$ cat src/design/rfc_pkg.sv
// ----------------------------------------------------------------------------
// rfc_pkg
// Shared types and constants of the per-warp register file cache: item
// layouts, operation and error codes, configuration indexes and counter types.
// ----------------------------------------------------------------------------
package rfc_pkg;

    localparam int MAX_WARPS_DEF = 64;
    localparam int MAX_LINES_DEF = 8;
    localparam int REG_BITS_DEF  = 8;

    localparam int LINES_W   = 4;
    localparam int CFG_W     = 4;
    localparam int CFG_IDX_W = 1;
    localparam int CNT_W     = 32;

    localparam logic [LINES_W-1:0] LINES_RESET = 4'd8;

    typedef enum logic [1:0] {
        OP_INSERT = 2'd0,
        OP_LOOKUP = 2'd1,
        OP_EVICT  = 2'd2,
        OP_FREE   = 2'd3
    } op_t;

    typedef enum logic [1:0] {
        ERR_NONE  = 2'd0,
        ERR_FULL  = 2'd1,
        ERR_EMPTY = 2'd2
    } err_t;

    typedef enum logic [CFG_IDX_W-1:0] {
        CFG_LINES_IN_USE = 1'b0,
        CFG_REPLACE_MODE = 1'b1
    } cfg_idx_t;

    typedef struct packed {
        op_t        opcode;
        logic [5:0] warp;
        logic [7:0] reg_number;
        logic       mark_used;
        logic       count_read_hit;
        logic       count_write_hit;
    } in_item_t;

    typedef struct packed {
        logic             hit;
        logic [7:0]       evicted_reg;
        err_t             error_code;
        logic [3:0]       empty_lines;
        logic [CNT_W-1:0] inserts_total;
        logic [CNT_W-1:0] write_hits_total;
        logic [CNT_W-1:0] evicts_total;
        logic [CNT_W-1:0] read_hits_total;
    } out_item_t;

    typedef struct packed {
        logic insert;
        logic write_hit;
        logic evict;
        logic read_hit;
    } cnt_inc_t;

    typedef struct packed {
        logic [CNT_W-1:0] inserts;
        logic [CNT_W-1:0] write_hits;
        logic [CNT_W-1:0] evicts;
        logic [CNT_W-1:0] read_hits;
    } cnt_totals_t;

endpackage

$ cat src/design/rfc_row_mem.sv
// ----------------------------------------------------------------------------
// rfc_row_mem
// One row per warp holding the run length and the cached register numbers,
// with a valid flop per row so that reset and a flush empty every warp at once.
// ----------------------------------------------------------------------------
module rfc_row_mem #(
    parameter int MAX_WARPS = rfc_pkg::MAX_WARPS_DEF,
    parameter int MAX_LINES = rfc_pkg::MAX_LINES_DEF,
    parameter int REG_BITS  = rfc_pkg::REG_BITS_DEF,
    localparam int WARP_AW  = (MAX_WARPS > 1) ? $clog2(MAX_WARPS) : 1,
    localparam int LEN_W    = $clog2(MAX_LINES + 1)
) (
    input  logic                               clk,
    input  logic                               rst_n,
    input  logic                               clear_all,
    input  logic                               rd_en,
    input  logic [WARP_AW-1:0]                 rd_addr,
    output logic [MAX_LINES-1:0][REG_BITS-1:0] rd_slots,
    output logic [LEN_W-1:0]                   rd_len,
    input  logic                               wr_en,
    input  logic [WARP_AW-1:0]                 wr_addr,
    input  logic [MAX_LINES-1:0][REG_BITS-1:0] wr_slots,
    input  logic [LEN_W-1:0]                   wr_len
);

    localparam int ROW_W = LEN_W + MAX_LINES * REG_BITS;

    logic [ROW_W-1:0] mem [MAX_WARPS];
    logic [ROW_W-1:0] rd_row_reg;
    logic             row_vld_reg [MAX_WARPS];
    logic             rd_vld_reg;

    // row valid flops
    always_ff @(posedge clk or negedge rst_n)
    begin
        if (!rst_n)
        begin
            for (int w = 0; w < MAX_WARPS; w++)
            begin
                row_vld_reg[w] <= 1'b0;
            end
            rd_vld_reg <= 1'b0;
        end
        else
        begin
            if (clear_all)
            begin
                for (int w = 0; w < MAX_WARPS; w++)
                begin
                    row_vld_reg[w] <= 1'b0;
                end
            end
            else if (wr_en)
            begin
                row_vld_reg[wr_addr] <= 1'b1;
            end
            if (rd_en)
            begin
                rd_vld_reg <= row_vld_reg[rd_addr];
            end
        end
    end

    // row storage
    always_ff @(posedge clk)
    begin
        if (wr_en)
        begin
            mem[wr_addr] <= {wr_len, wr_slots};
        end
        if (rd_en)
        begin
            rd_row_reg <= mem[rd_addr];
        end
    end

    assign rd_slots = rd_row_reg[MAX_LINES*REG_BITS-1:0];
    assign rd_len   = rd_vld_reg ? rd_row_reg[ROW_W-1:MAX_LINES*REG_BITS] : '0;

endmodule

$ cat src/design/rfc_counters.sv
// ----------------------------------------------------------------------------
// rfc_counters
// Four wrapping event counters for inserts, write hits, evictions and read
// hits, each stepped by one when its increment strobe is set.
// ----------------------------------------------------------------------------
module rfc_counters (
    input  logic                 clk,
    input  logic                 rst_n,
    input  rfc_pkg::cnt_inc_t    inc,
    output rfc_pkg::cnt_totals_t totals
);

    rfc_pkg::cnt_totals_t cnt_reg;
    rfc_pkg::cnt_totals_t cnt_next;

    always_comb
    begin
        cnt_next = cnt_reg;
        if (inc.insert)
        begin
            cnt_next.inserts = cnt_reg.inserts + rfc_pkg::CNT_W'(1);
        end
        if (inc.write_hit)
        begin
            cnt_next.write_hits = cnt_reg.write_hits + rfc_pkg::CNT_W'(1);
        end
        if (inc.evict)
        begin
            cnt_next.evicts = cnt_reg.evicts + rfc_pkg::CNT_W'(1);
        end
        if (inc.read_hit)
        begin
            cnt_next.read_hits = cnt_reg.read_hits + rfc_pkg::CNT_W'(1);
        end
    end

    always_ff @(posedge clk or negedge rst_n)
    begin
        if (!rst_n)
        begin
            cnt_reg <= '0;
        end
        else
        begin
            cnt_reg <= cnt_next;
        end
    end

    assign totals = cnt_reg;

endmodule

$ cat src/design/per_warp_register_file_cache_top.sv
// ----------------------------------------------------------------------------
// per_warp_register_file_cache_top
// An accepted item passes through a row read, a scan of the cached run by
// the single slot comparator (lookups of a non-empty run only), and a row
// write with the registered result; a stalled result channel holds it in
// the done state. No new item is taken until the last one is through.
// Reset empties every warp through the row valid flops and zeroes counters.
// ----------------------------------------------------------------------------
module per_warp_register_file_cache_top #(
    parameter int MAX_WARPS = rfc_pkg::MAX_WARPS_DEF,
    parameter int MAX_LINES = rfc_pkg::MAX_LINES_DEF,
    parameter int REG_BITS  = rfc_pkg::REG_BITS_DEF
) (
    input  logic                            clk,
    input  logic                            rst_n,
    input  logic                            cfg_we,
    input  logic [rfc_pkg::CFG_IDX_W-1:0]   cfg_index,
    input  logic [rfc_pkg::CFG_W-1:0]       cfg_data,
    input  logic                            in_valid,
    output logic                            in_stall,
    input  rfc_pkg::in_item_t               in_item,
    output logic                            out_valid,
    input  logic                            out_stall,
    output rfc_pkg::out_item_t              out_item
);

    localparam int WARP_AW = (MAX_WARPS > 1) ? $clog2(MAX_WARPS) : 1;
    localparam int SLOT_W  = (MAX_LINES > 1) ? $clog2(MAX_LINES) : 1;
    localparam int LEN_W   = $clog2(MAX_LINES + 1);

    typedef logic [MAX_LINES-1:0][REG_BITS-1:0] row_slots_t;

    typedef enum logic [1:0] {
        S_IDLE,
        S_READ,
        S_SCAN,
        S_DONE
    } state_t;

    // configuration
    logic [rfc_pkg::LINES_W-1:0] lines_reg;
    logic                        mode_reg;

    // sequencer and result
    state_t              state_reg, state_next;
    logic [SLOT_W-1:0]   idx_reg, idx_next;
    logic                hit_reg, hit_next;
    logic                out_valid_reg, out_valid_next;
    logic                hit_o_reg, hit_o_next;
    logic [7:0]          evicted_o_reg, evicted_o_next;
    rfc_pkg::err_t       err_o_reg, err_o_next;
    logic [3:0]          empty_o_reg, empty_o_next;

    // item in flight
    rfc_pkg::op_t        op_reg;
    logic [WARP_AW-1:0]  warp_addr_reg;
    logic [REG_BITS-1:0] key_reg;
    logic                mark_reg;
    logic                cnt_rd_reg;
    logic                cnt_wr_reg;
    logic                in_range_reg;
    row_slots_t          slots_reg;
    logic [LEN_W-1:0]    len_reg;

    // row memory
    row_slots_t          rd_slots;
    logic [LEN_W-1:0]    rd_len;
    logic                clear_all;
    logic                wr_en;

    logic                accept;
    logic                out_free;
    logic                done_fire;
    logic [LEN_W-1:0]    n_act;
    logic                match;
    logic                idx_last;
    logic                ins_ok;
    logic                ev_ok;
    logic                lru_mv;
    logic                do_shift;
    logic [SLOT_W-1:0]   shift_from;
    row_slots_t          slots_up;
    row_slots_t          new_slots;
    logic [LEN_W-1:0]    new_len;
    rfc_pkg::err_t       err_val;

    rfc_pkg::cnt_inc_t    cnt_inc;
    rfc_pkg::cnt_totals_t totals;

    assign accept    = in_valid && (state_reg == S_IDLE);
    assign in_stall  = (state_reg != S_IDLE);
    assign out_free  = !out_valid_reg || !out_stall;
    assign done_fire = (state_reg == S_DONE) && out_free;
    assign clear_all = cfg_we && (cfg_index == rfc_pkg::CFG_LINES_IN_USE);
    assign wr_en     = done_fire && in_range_reg;

    assign n_act = (32'(lines_reg) > MAX_LINES) ? LEN_W'(MAX_LINES) : LEN_W'(lines_reg);

    // shared slot comparator
    assign match    = (slots_reg[idx_reg] == key_reg);
    assign idx_last = ((LEN_W'(idx_reg) + LEN_W'(1)) == len_reg);

    // row update
    assign ins_ok   = in_range_reg && (op_reg == rfc_pkg::OP_INSERT) && (len_reg < n_act);
    assign ev_ok    = in_range_reg && (op_reg == rfc_pkg::OP_EVICT) && (len_reg != '0);
    assign lru_mv   = (op_reg == rfc_pkg::OP_LOOKUP) && hit_reg && mark_reg && mode_reg;
    assign do_shift = ev_ok || lru_mv;
    assign shift_from = ev_ok ? '0 : idx_reg;
    assign slots_up = slots_reg >> REG_BITS;

    always_comb
    begin
        for (int j = 0; j < MAX_LINES; j++)
        begin
            new_slots[j] = slots_reg[j];
            if (do_shift && (j >= int'(shift_from)) && (j + 1 < int'(len_reg)))
            begin
                new_slots[j] = slots_up[j];
            end
            if ((lru_mv && (j + 1 == int'(len_reg))) || (ins_ok && (j == int'(len_reg))))
            begin
                new_slots[j] = key_reg;
            end
        end
    end

    always_comb
    begin
        new_len = len_reg;
        err_val = rfc_pkg::ERR_NONE;
        case (op_reg)
            rfc_pkg::OP_INSERT:
            begin
                if (ins_ok)
                begin
                    new_len = len_reg + LEN_W'(1);
                end
                else
                begin
                    err_val = rfc_pkg::ERR_FULL;
                end
            end
            rfc_pkg::OP_EVICT:
            begin
                if (ev_ok)
                begin
                    new_len = len_reg - LEN_W'(1);
                end
                else
                begin
                    err_val = rfc_pkg::ERR_EMPTY;
                end
            end
            rfc_pkg::OP_FREE:
            begin
                new_len = '0;
            end
            default:
            begin
                new_len = len_reg;
            end
        endcase
    end

    always_comb
    begin
        cnt_inc.insert    = done_fire && ins_ok;
        cnt_inc.evict     = done_fire && ev_ok;
        cnt_inc.read_hit  = done_fire && hit_reg && cnt_rd_reg;
        cnt_inc.write_hit = done_fire && hit_reg && cnt_wr_reg;
    end

    // sequencer
    always_comb
    begin
        state_next     = state_reg;
        idx_next       = idx_reg;
        hit_next       = hit_reg;
        out_valid_next = out_valid_reg && out_stall;
        hit_o_next     = hit_o_reg;
        evicted_o_next = evicted_o_reg;
        err_o_next     = err_o_reg;
        empty_o_next   = empty_o_reg;
        case (state_reg)
            S_IDLE:
            begin
                if (accept)
                begin
                    state_next = S_READ;
                    idx_next   = '0;
                    hit_next   = 1'b0;
                end
            end
            S_READ:
            begin
                if (in_range_reg && (op_reg == rfc_pkg::OP_LOOKUP) && (rd_len != '0))
                begin
                    state_next = S_SCAN;
                end
                else
                begin
                    state_next = S_DONE;
                end
            end
            S_SCAN:
            begin
                if (match)
                begin
                    hit_next   = 1'b1;
                    state_next = S_DONE;
                end
                else if (idx_last)
                begin
                    state_next = S_DONE;
                end
                else
                begin
                    idx_next = idx_reg + SLOT_W'(1);
                end
            end
            S_DONE:
            begin
                if (out_free)
                begin
                    state_next     = S_IDLE;
                    out_valid_next = 1'b1;
                    hit_o_next     = hit_reg;
                    evicted_o_next = ev_ok ? 8'(slots_reg[0]) : 8'd0;
                    err_o_next     = in_range_reg ? err_val : rfc_pkg::ERR_NONE;
                    empty_o_next   = in_range_reg ? 4'(n_act - new_len) : 4'd0;
                end
            end
            default:
            begin
                state_next = S_IDLE;
            end
        endcase
    end

    always_ff @(posedge clk or negedge rst_n)
    begin
        if (!rst_n)
        begin
            state_reg     <= S_IDLE;
            idx_reg       <= '0;
            hit_reg       <= 1'b0;
            out_valid_reg <= 1'b0;
            hit_o_reg     <= 1'b0;
            evicted_o_reg <= '0;
            err_o_reg     <= rfc_pkg::ERR_NONE;
            empty_o_reg   <= '0;
        end
        else
        begin
            state_reg     <= state_next;
            idx_reg       <= idx_next;
            hit_reg       <= hit_next;
            out_valid_reg <= out_valid_next;
            hit_o_reg     <= hit_o_next;
            evicted_o_reg <= evicted_o_next;
            err_o_reg     <= err_o_next;
            empty_o_reg   <= empty_o_next;
        end
    end

    // configuration registers
    always_ff @(posedge clk or negedge rst_n)
    begin
        if (!rst_n)
        begin
            lines_reg <= rfc_pkg::LINES_RESET;
            mode_reg  <= 1'b0;
        end
        else if (cfg_we)
        begin
            if (cfg_index == rfc_pkg::CFG_LINES_IN_USE)
            begin
                lines_reg <= cfg_data;
            end
            else
            begin
                mode_reg <= cfg_data[0];
            end
        end
    end

    // item capture and row load
    always_ff @(posedge clk)
    begin
        if (accept)
        begin
            op_reg        <= in_item.opcode;
            warp_addr_reg <= WARP_AW'(in_item.warp);
            key_reg       <= REG_BITS'(in_item.reg_number);
            mark_reg      <= in_item.mark_used;
            cnt_rd_reg    <= in_item.count_read_hit;
            cnt_wr_reg    <= in_item.count_write_hit;
            in_range_reg  <= (32'(in_item.warp) < MAX_WARPS);
        end
        if (state_reg == S_READ)
        begin
            slots_reg <= rd_slots;
            len_reg   <= rd_len;
        end
    end

    rfc_row_mem #(
        .MAX_WARPS (MAX_WARPS),
        .MAX_LINES (MAX_LINES),
        .REG_BITS  (REG_BITS)
    ) u_row_mem (
        .clk       (clk),
        .rst_n     (rst_n),
        .clear_all (clear_all),
        .rd_en     (accept),
        .rd_addr   (WARP_AW'(in_item.warp)),
        .rd_slots  (rd_slots),
        .rd_len    (rd_len),
        .wr_en     (wr_en),
        .wr_addr   (warp_addr_reg),
        .wr_slots  (new_slots),
        .wr_len    (new_len)
    );

    rfc_counters u_counters (
        .clk    (clk),
        .rst_n  (rst_n),
        .inc    (cnt_inc),
        .totals (totals)
    );

    assign out_valid                 = out_valid_reg;
    assign out_item.hit              = hit_o_reg;
    assign out_item.evicted_reg      = evicted_o_reg;
    assign out_item.error_code       = err_o_reg;
    assign out_item.empty_lines      = empty_o_reg;
    assign out_item.inserts_total    = totals.inserts;
    assign out_item.write_hits_total = totals.write_hits;
    assign out_item.evicts_total     = totals.evicts;
    assign out_item.read_hits_total  = totals.read_hits;

endmodule

$ cat config.mk
export PLATFORM = sky130hd
export DESIGN_NAME = per_warp_register_file_cache_top
export DESIGN_NICKNAME = d
export VERILOG_FILES = /design/src/design/rfc_pkg.sv /design/src/design/rfc_row_mem.sv /design/src/design/rfc_counters.sv /design/src/design/per_warp_register_file_cache_top.sv
export SDC_FILE = /design/constraint.sdc
export NUM_CORES = 2
export LEC_CHECK = 0
export ABC_AREA = 1
export BUFFER_PORTS_ARGS = -buffer_cell sky130_fd_sc_hd__buf_2
export CORE_ASPECT_RATIO = 1.1
export CORE_MARGIN = 5
export CORE_UTILIZATION = 32
export DETAILED_ROUTE_END_ITERATION = 6
export HOLD_SLACK_MARGIN = 0.1
export PLACE_DENSITY = 0.45
export SLEW_MARGIN = 20
export SYNTH_ARGS = -nofsm -noshare
export SYNTH_HDL_FRONTEND = slang
export SYNTH_MEMORY_MAX_BITS = 65536
export SYNTH_SLANG_ARGS = --single-unit
$ cat constraint.sdc
create_clock -name clk -period 14.6 [get_ports clk]
set_input_delay 0.73 -clock clk [delete_from_list [all_inputs] [get_ports clk]]
set_output_delay 0.73 -clock clk [all_outputs]
set_load 0.02 [all_outputs]
# Word level (Yosys, flattened, before mapping)
# Memory sizes are Yosys's and may differ from the RTL's. A register that Yosys moved wholly into a read port is not among the register bits.
# Index checks and enable logic that the tools add are counted.
[word_totals]
regBits = 307
ramBits = 4352
input_bits = 29
wordCells = 276
memories = 1
[mem_list]
columns = ["memory", "depth", "word_bits", "read_ports", "rd_clocked_by_memory_dff", "wr", "line_no", "rtl"]
rows = [
  ["u_row_mem.mem", 64, 68, 1, 1, 1, "rfc_row_mem.sv:28", "logic [ROW_W-1:0] mem [MAX_WARPS];"],
]
[classes]
add_sub_neg = 9
n_lt_le_gt_ge = 21
n_eq_ne = 22
muxes = 52
bitwise_logic = 4
reduce_logical = 73
[op_table]
columns = ["operator", "n"]
rows = [
  ["$mux W8", 18],
  ["$add A32 B1 Y32 const B", 4],
  ["$mux W64", 2],
  ["$or A64 B64 Y64", 1],
  ["$logic_and A1 B1 Y1", 47],
  ["$bmux W8 S3", 1],
  ["$eq A4 B4 Y1 const A", 5],
  ["$lt A3 B4 Y1 const A", 4],
  ["$mux W4", 4],
  ["$ge A7 B7 Y1 const B", 2],
  ["$not A6 Y7", 2],
  ["$mux W3", 4],
  ["$pmux W4 S3", 1],
  ["$mux W1", 11],
  ["$logic_or A1 B1 Y1", 10],
  ["$mux W2", 5],
  ["$ne A2 B2 Y1 const B", 5],
  ["$ge A3 B3 Y1 const A", 3],
  ["$eq A2 B2 Y1 const B", 4],
  ["$eq A3 B4 Y1 const A", 2],
  ["$eq A8 B8 Y1", 1],
  ["$lt A2 B4 Y1 const A", 2],
  ["$pmux W2 S4", 1],
  ["$reduce_bool A4 Y1", 2],
  ["30 further kinds", 40],
]

# Depth between registers and ports, before layout
[depth]
ltp_word = 9
mapped_depth = 21
ltp_nobuf = 21

# Cells and area by module
# From an unflattened synthesis, not the netlist that was laid out.
[hier_totals]
cells_unflattened = 16076
hier_area_um2 = 192369.5
[by_module_without_submodules]
columns = ["mod", "n_inst", "cells_each", "area_per_inst_um2", "seq_area_each_um2"]
rows = [
  ["rfc_row_mem", 1, 14413, 178591.3, 134353.9],
  ["rfc_counters", 1, 851, 6954.2, 3203.1],
  ["per_warp_register_file_cache_top", 1, 812, 6824.0, 3289.4],
]

# Worst setup path after synthesis
# Ideal clock, no wire load.
[synth_timing]
kind = "reg2reg"
start = "reg lines_reg[3] in the netlist's numbering"
end = "reg empty_o_reg[3]"
arrival_time_ns = 5.251
required_ns = 14.482
setup_slack_ns = 9.231
stages_incl_launch_ff = 20
period_less_slack_ns = 5.369
path_cell_list = "dfstp_2 > inv_2 > nand2_1 > ha_1 > o21ai_1 > nand2_1 > nand3_1 > nand2_1 > inv_1 > nor2_1 > nor3_1 > o21ai_0 > inv_1 > ha_1 > nand3_1 > nand2_1 > xor2_1 > nand2_1 > nand3_1 > nand2_1"
[synth_between]
elab_chain_cells = 7
[synth_rtl]
columns = ["item", "line_no", "rtl"]
rows = [
  ["from (decl)", "per_warp_register_file_cache_top.sv:41", "logic [rfc_pkg::LINES_W-1:0] lines_reg;"],
  ["from (signal assigned)", "per_warp_register_file_cache_top.sv:271", "lines_reg <= rfc_pkg::LINES_RESET;"],
  ["from (signal assigned)", "per_warp_register_file_cache_top.sv:278", "lines_reg <= cfg_data;"],
  ["$gt A4 B4 Y1", "per_warp_register_file_cache_top.sv:97", "assign n_act = (32'(lines_reg) > MAX_LINES) ? LEN_W'(MAX_LINES) : LEN_W'(lines_reg);"],
  ["$mux W4 (*)", "per_warp_register_file_cache_top.sv:97", ""],
  ["$lt A4 B4 Y1 (*)", "per_warp_register_file_cache_top.sv:104", "assign ins_ok = in_range_reg && (op_reg == rfc_pkg::OP_INSERT) && (len_reg < n_act);"],
  ["$logic_and A1 B1 Y1 (*)", "per_warp_register_file_cache_top.sv:104", ""],
  ["$mux W4 (*)", "per_warp_register_file_cache_top.sv:134", "if (ins_ok)"],
  ["$pmux W4 S3 (*)", "per_warp_register_file_cache_top.sv:131", "case (op_reg)"],
  ["named net new_len[1]", "per_warp_register_file_cache_top.sv:84", "logic [LEN_W-1:0] new_len;"],
  ["$sub A4 B4 Y4 (*)", "per_warp_register_file_cache_top.sv:230", "empty_o_next = in_range_reg ? 4'(n_act - new_len) : 4'd0;"],
  ["to (signal assigned)", "per_warp_register_file_cache_top.sv:262", "empty_o_reg <= empty_o_next;"],
  ["to (decl)", "per_warp_register_file_cache_top.sv:52", "logic [3:0] empty_o_reg, empty_o_next;"],
]
# Mark *: on every way through the listed nets, which the timed path passes. The rest lies on a longest branch.
# A chain may end at the register's enable or synchronous reset.

# Final worst setup path
[layout_timing]
start = "reg state_reg[0]"
end = "mem u_row_mem.mem[3][53] in the netlist's numbering (enable)"
[layout_between]
elab_chain_cells = 4
[layout_rtl]
columns = ["item", "line_no", "rtl"]
rows = [
  ["from (decl)", "per_warp_register_file_cache_top.sv:45", "state_t state_reg, state_next;"],
  ["from (signal assigned)", "per_warp_register_file_cache_top.sv:255", "state_reg <= state_next;"],
  ["$eq A2 B2 Y1", "per_warp_register_file_cache_top.sv:93", "assign done_fire = (state_reg == S_DONE) && out_free;"],
  ["$logic_and A1 B1 Y1", "per_warp_register_file_cache_top.sv:93", ""],
  ["$mux W1", "rfc_row_mem.sv:67", "if (wr_en)"],
  ["$mux W1 (implied by the code)", "rfc_row_mem.sv:69", "mem[wr_addr] <= {wr_len, wr_slots};"],
  ["to (decl)", "rfc_row_mem.sv:28", ""],
]
# Every way passes these cells.

==> summary.txt <==
Run status
  – Status: completed

Die
  – IO Pins: 174
  – Initial Utilization: 32.1%
  – CORE AREA: 587000 um2
  – DIE AREA: 604000 um2
  – Die height: 814 um
  – Site Rows: 295
  – Chip width: 741 um

Layout
  – Layout area overhead: 14.0%
  – Share of layout cells above drive strength 1: 8.93%
  – Fin nets: 15000
  – Max FFs per register: 4352
  – Final core occ: 36.6%

CTS
  – Worst skew pair latency: 1.09 ns
  – CTS clk-pin slew, worst paths: 0.06 ns
  – Number of clock sinks: 4727
  – CTS buffer count: 474
  – CTS tree: yes
  – Number of post-CTS setup repair buffers: 0
  – Root Driver: clkbuf_16
  – # H-tree levels: 5
  – CTS resizes: 0
  – Max Root-Sink Buffers: 4

Timing
  – Fmax: 201 MHz
  – RSZ-0062 raised after global routing: false
  – Endpoints failing setup: 0
  – Final clock skew: 0.0862 ns
  – Hold Slack: 0.284 ns
  – Tcrit/Tclk final: 34.2%
  – Post-route minimum period: 4.99 ns
  – Worst Tran Pin Value: 1.22 ns
  – Max-slew headroom: 18.8%
  – Hold Fails Final Rpt: 0
  – Final TNS setup: 0 ns
  – Slew Viols, Final: 0

Worst setup path
  – Crit Path Max Fanout: 29
  – Worst Setup SP: state_reg[0]
  – Crit start category: flip-flop
  – Worst r2r dst: u_row_mem.mem[3][53]
  – Critical path required time: 15.23 ns
  – Crit end category: flip-flop
  – Reg2Reg Depth: 9
  – Termination of the worst setup path: u_row_mem.mem[3][53]
  – Setup Crit Path Kind: flip-flop to flip-flop
  – Worst path arrival time: 5.62 ns
  – Crit Reg-Reg Startpoint: state_reg[0]
  – FF-to-FF setup slack: 9.61 ns

Global routing
  – Largest net degree at the start of global routing: 197
  – Overflow after GRT: 0
  – Total global routing track utilization: 22.1%
  – Vias in the first global route: 120000
  – First-pass GRT wire length: 962 mm
  – Initial antenna violation count: 32

Route
  – Drt drc: 0
  – Routed Antenna Nets: 0
  – Total wire length: 694 mm
  – Via/cell ratio: 5.51
  – Initial DRC count: 13800
  – Vias: 127000
  – WL per Instance: 30.0 um
  – DR pass1 iterations: 6

Placed design
  – Routability cong.: 0.817
  – I/O Buffers: 173
  – Post-detail-place hpwl: 350 mm

Synthesis
  – Syn Inst Count: 14900
  – Mapped Area: 188000 um2
  – Synth unique cells: 39
  – Syn. warnings: 0
  – Syn Area/Cell: 12.6 um2
  – Sequential area share after synthesis: 74.8%
  – Syn Nets: 15000
  – Synth Register Bits: 4727

Job
  – Max_cap viols: 0

Power and ir drop
  – PwrDens: 157 nW/um2
  – Leakage: 70.4 nW
  – Peak supply drop: 0.104 mV

Worst hold path
  – Hold Crit Class: input port to asynchronous set/reset pin
per-stage QoR:
| stage | worst slack (ns) | power (mW) | cells | instance area (um2) |
|---|---|---|---|---|
| after floorplan | 9.23 | 19.9 | 14900 | 188000 |
| after global placement | 8.76 | 21.9 | 22200 | 199000 |
| after detailed placement | 8.72 | 21.9 | 22200 | 199000 |
| after CTS | 9.67 | 34.0 | 23100 | 215000 |
| after global routing | 9.51 | 34.9 | 23100 | 215000 |
| final | 9.61 | 33.7 | 23100 | 215000 |
kinds of logic after synthesis:
logic type | count (synthesis) | synth area share [%]
DFF | 4727 | 74.8
AOI/OAI and AO/OA | 3642 | 10.5
xor gates and xnor gates | 131 | 0.610
and+or+nand+nor | 5178 | 11.2
adders and majority gates | 20 | 0.137
buffers and inverters | 1239 | 2.74
critical path: stages (launching register included):
cell,delay [ns]
dfrtp_1,0.48
ha_1,0.23
nand2_2,0.36
nor2_1,0.20
inv_1,0.10
nor2_1,0.11
inv_1,0.30
nor2_4,0.92
buf_4,0.84
buf_4,0.87
placed cells by master (no fill, tap or decap), types with 65 or more instances in the layout:
cell type and count:
edfxtp_1 4507, nor2_1 2423, nand2_1 1556, o21ai_0 1330, o22ai_1 1107, o21ai_1 944, nand3_1 938, clkbuf_16 476
buf_4 360, inv_1 218, dfrtp_1 218, buf_2 166, a21oi_1 142, clkinv_1 125, clkbuf_1 102, xor2_1 91
clkinv_2 82, or2_1 68, nor2_4 67, o21ai_4 65
metal layers:
metal	up-vias	share of wire (%)	routed length, um	track usage [%]
met5	-	0.0035	24	0
met4	4	3.6	25300	7.08
met3	1087	6.8	47400	3.04
met2	4944	47	327000	36.3
met1	66400	42	294000	30.2
li1	54900	-	-	-
where the power goes:
part | leakage, nW | switching, mW | total [mW] | internal [mW]
sequential | 43.5 | 0.237 | 17.2 | 17.0
combinational | 19.6 | 3.62 | 4.42 | 0.795
clock | 7.36 | 5.33 | 12.1 | 6.80
timing repair:
| item | in CTS | in global routing |
|---|---|---|
| endpoints found under the hold margin | 116 | 0 |
| setup endpoints to repair | 0 | 0 |
| hold buffers | 22 | 0 |
layout make-up:
type	count	area, um2
Clock buffer	581	12300
Timing Repair Buffer	592	4630
Antenna cell	9	22.5
Tap cell	7722	9660
Sequential cell	4727	141000
Inverter	231	917
Multi-Input combinational cell	8971	43500
Clock inverter	287	2740
Fill cell	56600	372000
synthesized netlist by cell type:
cell	count	area share (%)
buf_6	3	0.018
clkinv_1	5	0.010
a21oi_1	142	0.38
nand2_2	2	0.0066
buf_4	10	0.040
nor2_2	5	0.017
o21a_1	11	0.044
buf_1	69	0.14
or2_1	68	0.23
a22oi_1	1	0.0040
nand3b_1	3	0.012
o211ai_1	37	0.15
o21ai_1	954	2.5
ha_1	19	0.13
nor2_4	2	0.012
xor2_1	91	0.42
o22ai_1	1107	3.7
xnor2_1	40	0.19
nor2_1	2488	5.0
nor4_1	19	0.063
o21ai_0	1387	3.7
a31oi_1	1	0.0033
o2111ai_1	1	0.0047
nand3_1	939	2.5
nor3_1	58	0.15
a22o_1	1	0.0047
inv_1	221	0.44
dfrtp_1	219	2.9
buf_2	350	0.93
nand4_1	34	0.11
fa_1	1	0.011
nand2_1	1556	3.1
edfxtp_1	4507	72
inv_2	5	0.010
nand3_2	1	0.0053
nand2_4	2	0.012
dfstp_2	1	0.014
nor3_2	1	0.0053
clkbuf_1	576	1.1
how the worst min path moves through the flow:
stage,start,endpoint,slack [ns],depth (start not counted)
floorplan,u_row_mem.rd_row_reg[0],slots_reg[0],0.40,0
global placement,u_row_mem.rd_row_reg[29],slots_reg[29],0.40,0
detailed placement,u_row_mem.rd_row_reg[28],slots_reg[28],0.40,0
CTS,rst_n,u_counters.totals[34],0.24,2
global route,rst_n,u_counters.totals[97],0.35,2
finish,rst_n,u_counters.totals[127],0.28,2
Note: power is estimated with default switching activity, not from simulation.
